[src/rtl/core/bmp_pkg.sv]
// ============================================================================
// bmp_pkg: shared types and constants for the binomial mod p block
// Holds the field widths, the per-cell control bundle and the controller
// state encoding.
// ============================================================================
`default_nettype none

package bmp_pkg;

    // Field widths of the item and result channels.
    localparam int N_W   = 12;
    localparam int VAL_W = 31;

    // Control bundle broadcast from the controller to every row cell.
    typedef struct packed {
        logic clear;   // zero the entry at the start of an item
        logic update;  // apply one step of Pascal's rule
        logic shift;   // move the row one place toward the head
    } cell_ctrl_t;

    // Controller states, one-hot.
    typedef enum logic [4:0] {
        ST_IDLE   = 5'b00001,
        ST_CLEAR  = 5'b00010,
        ST_UPDATE = 5'b00100,
        ST_SHIFT  = 5'b01000,
        ST_DONE   = 5'b10000
    } state_t;

endpackage : bmp_pkg

`default_nettype wire

[src/rtl/core/bmp_cell.sv]
// ============================================================================
// bmp_cell: one entry of the Pascal row
// Holds row[j] and, on each update step, replaces it with
// (row[j] + row[j-1]) mod p using one add and one compare-subtract.
// ============================================================================
`default_nettype none

module bmp_cell (
    input  wire logic                       aclk,
    input  wire bmp_pkg::cell_ctrl_t        ctrl,
    input  wire logic [bmp_pkg::VAL_W-1:0]  modulus,
    input  wire logic [bmp_pkg::VAL_W-1:0]  left_val,
    input  wire logic [bmp_pkg::VAL_W-1:0]  right_val,
    output logic      [bmp_pkg::VAL_W-1:0]  entry_val
);
    import bmp_pkg::*;

    logic [VAL_W-1:0] entry_reg;
    logic [VAL_W:0]   sum;
    logic [VAL_W:0]   sum_minus_p;
    logic [VAL_W-1:0] mod_sum;

    // Both operands stay below p (the head entry is 1), so the sum is below 2p
    // and one conditional subtract finishes the reduction.
    always_comb begin
        sum         = {1'b0, entry_reg} + {1'b0, left_val};
        sum_minus_p = sum - {1'b0, modulus};
        if (sum >= {1'b0, modulus}) begin
            mod_sum = sum_minus_p[VAL_W-1:0];
        end else begin
            mod_sum = sum[VAL_W-1:0];
        end
    end

    // Entry register: clear, update or take the right neighbor's value.
    always_ff @(posedge aclk) begin
        if (ctrl.clear) begin
            entry_reg <= '0;
        end else if (ctrl.update) begin
            entry_reg <= mod_sum;
        end else if (ctrl.shift) begin
            entry_reg <= right_val;
        end
    end

    assign entry_val = entry_reg;

endmodule : bmp_cell

`default_nettype wire

[config.mk]
export PLATFORM = sky130hd
export DESIGN_NAME = bmp_cell
export DESIGN_NICKNAME = d
export VERILOG_FILES = /design/src/rtl/core/bmp_pkg.sv /design/src/rtl/core/bmp_cell.sv
export SDC_FILE = /design/constraint.sdc
export NUM_CORES = 1
export LEC_CHECK = 0
export ABC_AREA = 1
export BUFFER_PORTS_ARGS = -buffer_cell sky130_fd_sc_hd__buf_4
export CORE_ASPECT_RATIO = 2
export CORE_MARGIN = 2
export CORE_UTILIZATION = 50
export CTS_CLUSTER_SIZE = 20
export DETAILED_ROUTE_END_ITERATION = 6
export PLACE_DENSITY = 0.75
export SLEW_MARGIN = 20
export SYNTH_ARGS = -nofsm -noshare
export SYNTH_HDL_FRONTEND = slang
export SYNTH_SLANG_ARGS = --single-unit
[constraint.sdc]
create_clock -name aclk -period 4.7 [get_ports aclk]
set_input_delay 0.94 -clock aclk [delete_from_list [all_inputs] [get_ports aclk]]
set_output_delay 0.94 -clock aclk [all_outputs]
set_load 0.03 [all_outputs]
==> results of run 1 <==
cells by family after synthesis:
kind of cell             synth area share, %
adder cells (fa/ha/maj)                 14.6
XOR/XNOR                                4.55
flip-flops                              11.1
AO/OA/AOI/OAI                           21.9
AND/OR/NAND/NOR                         36.8
buffers and inverters                   11.0
cells in the mapped netlist, drive strengths merged (2+ instances only):
cell type / number
dfxtp: 31
nor4: 3
buf: 8
inv: 140
xor2: 24
o21bai: 10
or2: 7
ha: 62
nand4: 10
nand2: 282
nor2: 82
xnor2: 5
a22o: 3
nor3: 15
a21o: 5
nand3: 77
a21boi: 2
o21ai: 95
nand3b: 4
clkbuf: 9
fa: 2
a21oi: 105
o21a: 5
worst min path at each step:
stage                  startpoint       endpoint  slack [ns]  cells after the start
floorplan           entry_val[26]  entry_val[26]        0.60                      2
global placement    entry_val[26]  entry_val[26]        0.49                      2
detailed placement  entry_val[26]  entry_val[26]        0.50                      2
CTS                 entry_val[26]  entry_val[26]        0.51                      2
global route        entry_val[26]  entry_val[26]        0.54                      2
finish              entry_val[26]  entry_val[26]        0.50                      2
layer usage:
metal | GRT usage (%) | share of wire, % | vias up
met3 | 3.54 | 5.6 | 101
met5 | 0 | 0 | -
met1 | 38.7 | 35 | 3188
met4 | 21.2 | 6.6 | 0
met2 | 67.7 | 52 | 323
li1 | - | - | 3531
per-stage QoR:
step	instances	area, um2
after floorplan	988	5580
after global placement	1256	6780
after detailed placement	1256	6780
after CTS	1264	6920
after global routing	1265	6940
final	1265	6940
worst register-to-register path, delay by kind of cell (launching register included):
| kind | cells | cell delay, ns |
|---|---|---|
| simple gates | 17 | 1.72 |
| compound gates | 6 | 1.11 |
| fa+ha+maj | 2 | 0.69 |
| flops | 1 | 0.33 |
| buf+inv | 1 | 0.06 |
power by group through the flow:
| stage | clock [mW] | combinational [mW] | sequential (mW) |
|---|---|---|---|
| floorplan | 0 | 2.14 | 0.495 |
| global placement | 0 | 3.26 | 0.391 |
| detailed placement | 0 | 3.26 | 0.389 |
| CTS | 0.329 | 3.28 | 0.386 |
| global route | 0.339 | 3.70 | 0.395 |
| finish | 0.327 | 3.38 | 0.389 |
cells in the final DEF, fill, tap and decap left out, drive strengths merged, types with 5 or more instances in the layout:
master  instances
a21o            5
a21oi         105
buf           145
clkbuf          5
dfxtp          31
ha             62
inv           140
nand2         283
nand3          77
nand4          10
nor2           82
nor3           15
o21a            5
o21ai          95
o21bai         10
or2             7
xnor2           5
xor2           24
layout make-up:
class	instances	area (um2)
clock inverters	3	15.0
well taps	140	175
repair buffers	145	1110
flip-flops and latches	31	621
clock buffers	5	125
fillers	1135	3940
inverters	140	526
multi-input cells	801	4370
==> results.toml, run 1 <==
[global_routing]
grt_use_total_pct = 36.5
grt_overflow = 0
grt_max_degree = 37
grt_pass1_vias = 7115
antenna_found_initial = 0
grt_pass1_wl_um = 34400

[place]
io_buffers = 127
place.detailed.hpwl_um = 18300
place_ws_ns = 0.0540
place.gp.congestion = 1.11

[routing]
num_vias = 7143
ant_nets = 0
postRouteWirelength_um = 22300
avgViaCountPerCell = 5.65
wl_per_cell_um = 17.6
drt_first_pass_iters = 6
drcViolationCount = 0
drt_iter0_markers = 450

[power_and_ir_drop]
leakage_nw = 3.82
switching_share_pct = 58.6
p_int_mw = 1.70
vdd_drop_max_mv = 0.277
p_seq_share_pct = 9.5
p_clk_share_pct = 8.0
p_per_area_nw_per_um2 = 591
finalPower_mw = 4.10
netSwitchingPower_mw = 2.40
p_comb_share_pct = 82.5

[synthesis]
yosys-top-cells-area = "nand2_1, ha_1, dfxtp_1, a21oi_1, inv_1"
synth_nets = 1149
yosys_warnings = 0
netlist_area_um2 = 5580
synth-seq-cells = 31
async_flop_share_pct = 0
yosys_most_used_dff = "dfxtp_1"
syn_area_per_cell_um2 = 5.65
synth_edf_count = 0
postSynthCellCount = 988
seq_area_frac_synth_pct = 11.1
synth.distinct_cells = 40
synth_top_cell_area_share_pct = 18.1
yosys.area.top_type = "nand2_1"

[die]
die_h_um = 153
start_util_pct = 51.3
dieWidth_um = 78.7
die-area_um2 = 12100
rows = 54
ios = 128
core_um2 = 10900

[cts]
cts_tree = "done"
cts_resized = 0
cts_buffers = 5
htreeDepth = 2
clock_latency_ns = 0.28
postCtsHoldBufs = 0
root_buffer = "clkbuf_16"
cts_setup_buffers = 0
clkSlewWorstSetupHoldPaths_ns = 0.06
clkSinkCount = 31
clk_path_buf_depth = 2

[timing]
period_needed_ns = 4.41
rsz0062_at_grt = "no"
slew_headroom_pct = 40.8
fin_crit_sh_pct = 93.9
setup_tns_ns = 0
finClkSkew_ns = 0.00229
setup_viol = 0
final_max_slew_viol_count = 0
hold_ws_ns = 0.504
worst_slew_pin_slew_ns = 0.887
setup_ws_ns = 0.288
hold_viol = 0
fmax_mhz = 227

[finish]
finalNetCount = 1285
area_growth_pct = 24.4
n_antenna_cell = 0
drive_gt1_share_pct = 16.5
largest_reg_flops = 31
finish.utilization_pct = 63.8

[run_status]
status = "finished clean"

[worst_hold_path]
hp-class = "register to register"

[worst_setup_path]
worstRegToRegCells = 26
regToRegSetupSlack_ns = 0.72
worstPathRequired_ns = 4.92
cpLargestDelayFamily = "simple AND/OR/NAND/NOR gates"
cpPeakStageDelay_ns = 0.35
crit_arrival_ns = 4.63
crit_fanout = 18
crit_buf_inv = 2
endpoint = "entry_val[7]"
r2r_start = "entry_val[12]"
critPathKind = "input pin to register"
cpMostUsedCell = "nand2_1"
crit_cells = 27
start_kind = "input pin"
worst_r2r_endpoint = "entry_val[7]"
cpMaxStageDelayCell = "ha_1"
cp-startpoint = "left_val[12]"
setup.worst_path.end_class = "register"

[run]
drv_cap = 0
(Power assumes the default switching activity.)
==> inputs of run 2 (changes only) <==
--- a/config.mk
+++ b/config.mk
@@ -13,6 +13,7 @@
 export CTS_CLUSTER_SIZE = 20
 export DETAILED_ROUTE_END_ITERATION = 6
 export PLACE_DENSITY = 0.75
+export REMOVE_ABC_BUFFERS = 1
 export SLEW_MARGIN = 20
 export SYNTH_ARGS = -nofsm -noshare
 export SYNTH_HDL_FRONTEND = slang
==> run 2 against run 1 <==
Compared with the run above: die area is the same; sequential share of layout area decreased by 0.16 points; global-route usage up 1.8 points; power up 1.9%; clock skew is 0.0022 ns higher; critical path depth up 1; cell count is 1.3% higher; sequential power is 7.5% higher; combinational power barely moved; flip-flop and latch count did not move; maximum frequency increased by 2.3%; critical path type unchanged.
==> results.toml, run 2 (synthesis results as in run 1) <==
[run_status]
status = "finished clean"

[die]
rows = 54
core_um2 = 10900
die_h_um = 153
start_util_pct = 51.3
dieWidth_um = 78.7
die-area_um2 = 12100
ios = 128

[finish]
final_cell_area_um2 = 7070
fin_cells = 1281
layout_commonest_cell = "nand2_1"
final_cell_mix = "nand2_1, buf_4, inv_1"
fill_cells = 1084
drive_gt1_share_pct = 17.7
n_antenna_cell = 0
finalNetCount = 1301
largest_reg_flops = 31
area_growth_pct = 26.6

[timing]
final_max_slew_viol_count = 0
setup_viol = 0
setup_ws_ns = 0.386
finClkSkew_ns = 0.00454
fmax_mhz = 232
hold_ws_ns = 0.556
worst_slew_pin_slew_ns = 0.871
period_needed_ns = 4.31
setup_tns_ns = 0
slew_headroom_pct = 41.9
hold_viol = 0
fin_crit_sh_pct = 91.8

[run]
drv_cap = 0

[worst_hold_path]
hp-class = "register to register"
hold_path_depth = 2
worstHoldStart = "entry_val[26]"
min_to = "entry_val[26]"

[cts]
cts_tree = "done"
root_buffer = "clkbuf_16"
cts_setup_buffers = 0
clkSinkCount = 31
htreeDepth = 2
cts_resized = 0
clkSlewWorstSetupHoldPaths_ns = 0.05
postCtsHoldBufs = 0
clock_latency_ns = 0.28
cts_buffers = 5
clk_path_buf_depth = 2

[global_routing]
grt_pass1_wl_um = 35100
grt_max_degree = 37
grt_overflow = 0
grt_pass1_vias = 7038
grt_use_total_pct = 38.3
antenna_found_initial = 0

[power_and_ir_drop]
switching_share_pct = 56.7
p_clk_share_pct = 9.2
netSwitchingPower_mw = 2.37
p_int_mw = 1.81
p_per_area_nw_per_um2 = 591
vdd_drop_max_mv = 0.533
p_comb_share_pct = 80.7
leakage_nw = 3.90
p_seq_share_pct = 10.0

[worst_setup_path]
setup.worst_path.end_class = "register"
regToRegSetupSlack_ns = 0.67
worstPathRequired_ns = 4.92
start_kind = "input pin"
crit_fanout = 36
r2r_start = "entry_val[5]"
worst_r2r_endpoint = "entry_val[29]"
critPathKind = "input pin to register"
crit_arrival_ns = 4.53
worstRegToRegCells = 28

[routing]
wl_per_cell_um = 17.9
drt_first_pass_iters = 6
drt_iter0_markers = 412
drcViolationCount = 0
ant_nets = 0
num_vias = 7110
avgViaCountPerCell = 5.55
postRouteWirelength_um = 23000

[place]
place_area_um2 = 6880
place_ws_ns = 0.00788
place.gp.congestion = 1.04
place.detailed.hpwl_um = 19500
dp.cells = 1273
io_buffers = 127
run 2: area by class of cell:
class | count | area [um2] | area share (%)
clock buffer | 6 | 139 | 1.97
clock inverter | 2 | 35.0 | 0.496
inverter | 140 | 526 | 7.44
multi-input combinational | 800 | 4360 | 61.6
sequential | 31 | 621 | 8.78
tap | 140 | 175 | 2.48
timing repair buffer | 162 | 1220 | 17.2
run 2: routing by layer:
metal  GRT usage (%)  vias to the layer above  part of all wire [%]
met5               0                        -                     0
met4            36.7                        0                    12
met3            4.43                      117                   4.8
met2            70.0                      340                    51
met1            34.9                     3098                    32
li1                -                     3555                     -
run 2: power by group through the flow:
stage / clock [mW] / sequential (mW) / combinational (mW)
6_report: 0.386 / 0.418 / 3.37
5_1_grt: 0.393 / 0.418 / 3.71
4_1_cts: 0.387 / 0.412 / 3.32
3_5_place_dp: 0 / 0.417 / 3.30
3_3_place_gp: 0 / 0.419 / 3.29
2_1_floorplan: 0 / 0.495 / 2.08
run 2: how the worst max path moves through the flow:
stage	depth (start not counted)	slack, ns	start	to
after floorplan	26	0.61	left_val[2]	entry_val[29]
after global placement	28	0.08	left_val[0]	entry_val[29]
after detailed placement	28	0.008	left_val[0]	entry_val[29]
after CTS	28	0.28	left_val[0]	entry_val[29]
after global routing	24	-0.04	left_val[11]	entry_val[30]
final	28	0.39	left_val[4]	entry_val[29]
run 2: worst max-delay path: stages:
cell     delay, ns
buf_4         0.11
ha_1          0.37
a21o_1        0.22
a21oi_1       0.12
nand2_1       0.12
nand2_1       0.10
nand2_2       0.09
nand2_1       0.07
nand2_1       0.05
or2_2         0.27
nand2_1       0.16
inv_1         0.07
ha_1          0.38
nand2_1       0.16
nor2_1        0.17
nand2_1       0.08
nor2_1        0.11
nor2_1        0.06
nand2_2       0.06
nand2_2       0.06
nand2_4       0.09
nand2_4       0.07
nand2_8       0.19
buf_4         0.15
nand3_2       0.05
nand2_1       0.05
nand2_1       0.05
a21oi_1       0.13
run 2: through the flow:
step,utilization [%],power (mW)
final,65.0,4.18
after global routing,65.0,4.52
after CTS,64.9,4.11
after detailed placement,63.3,3.72
after global placement,63.3,3.71
after floorplan,-,2.58
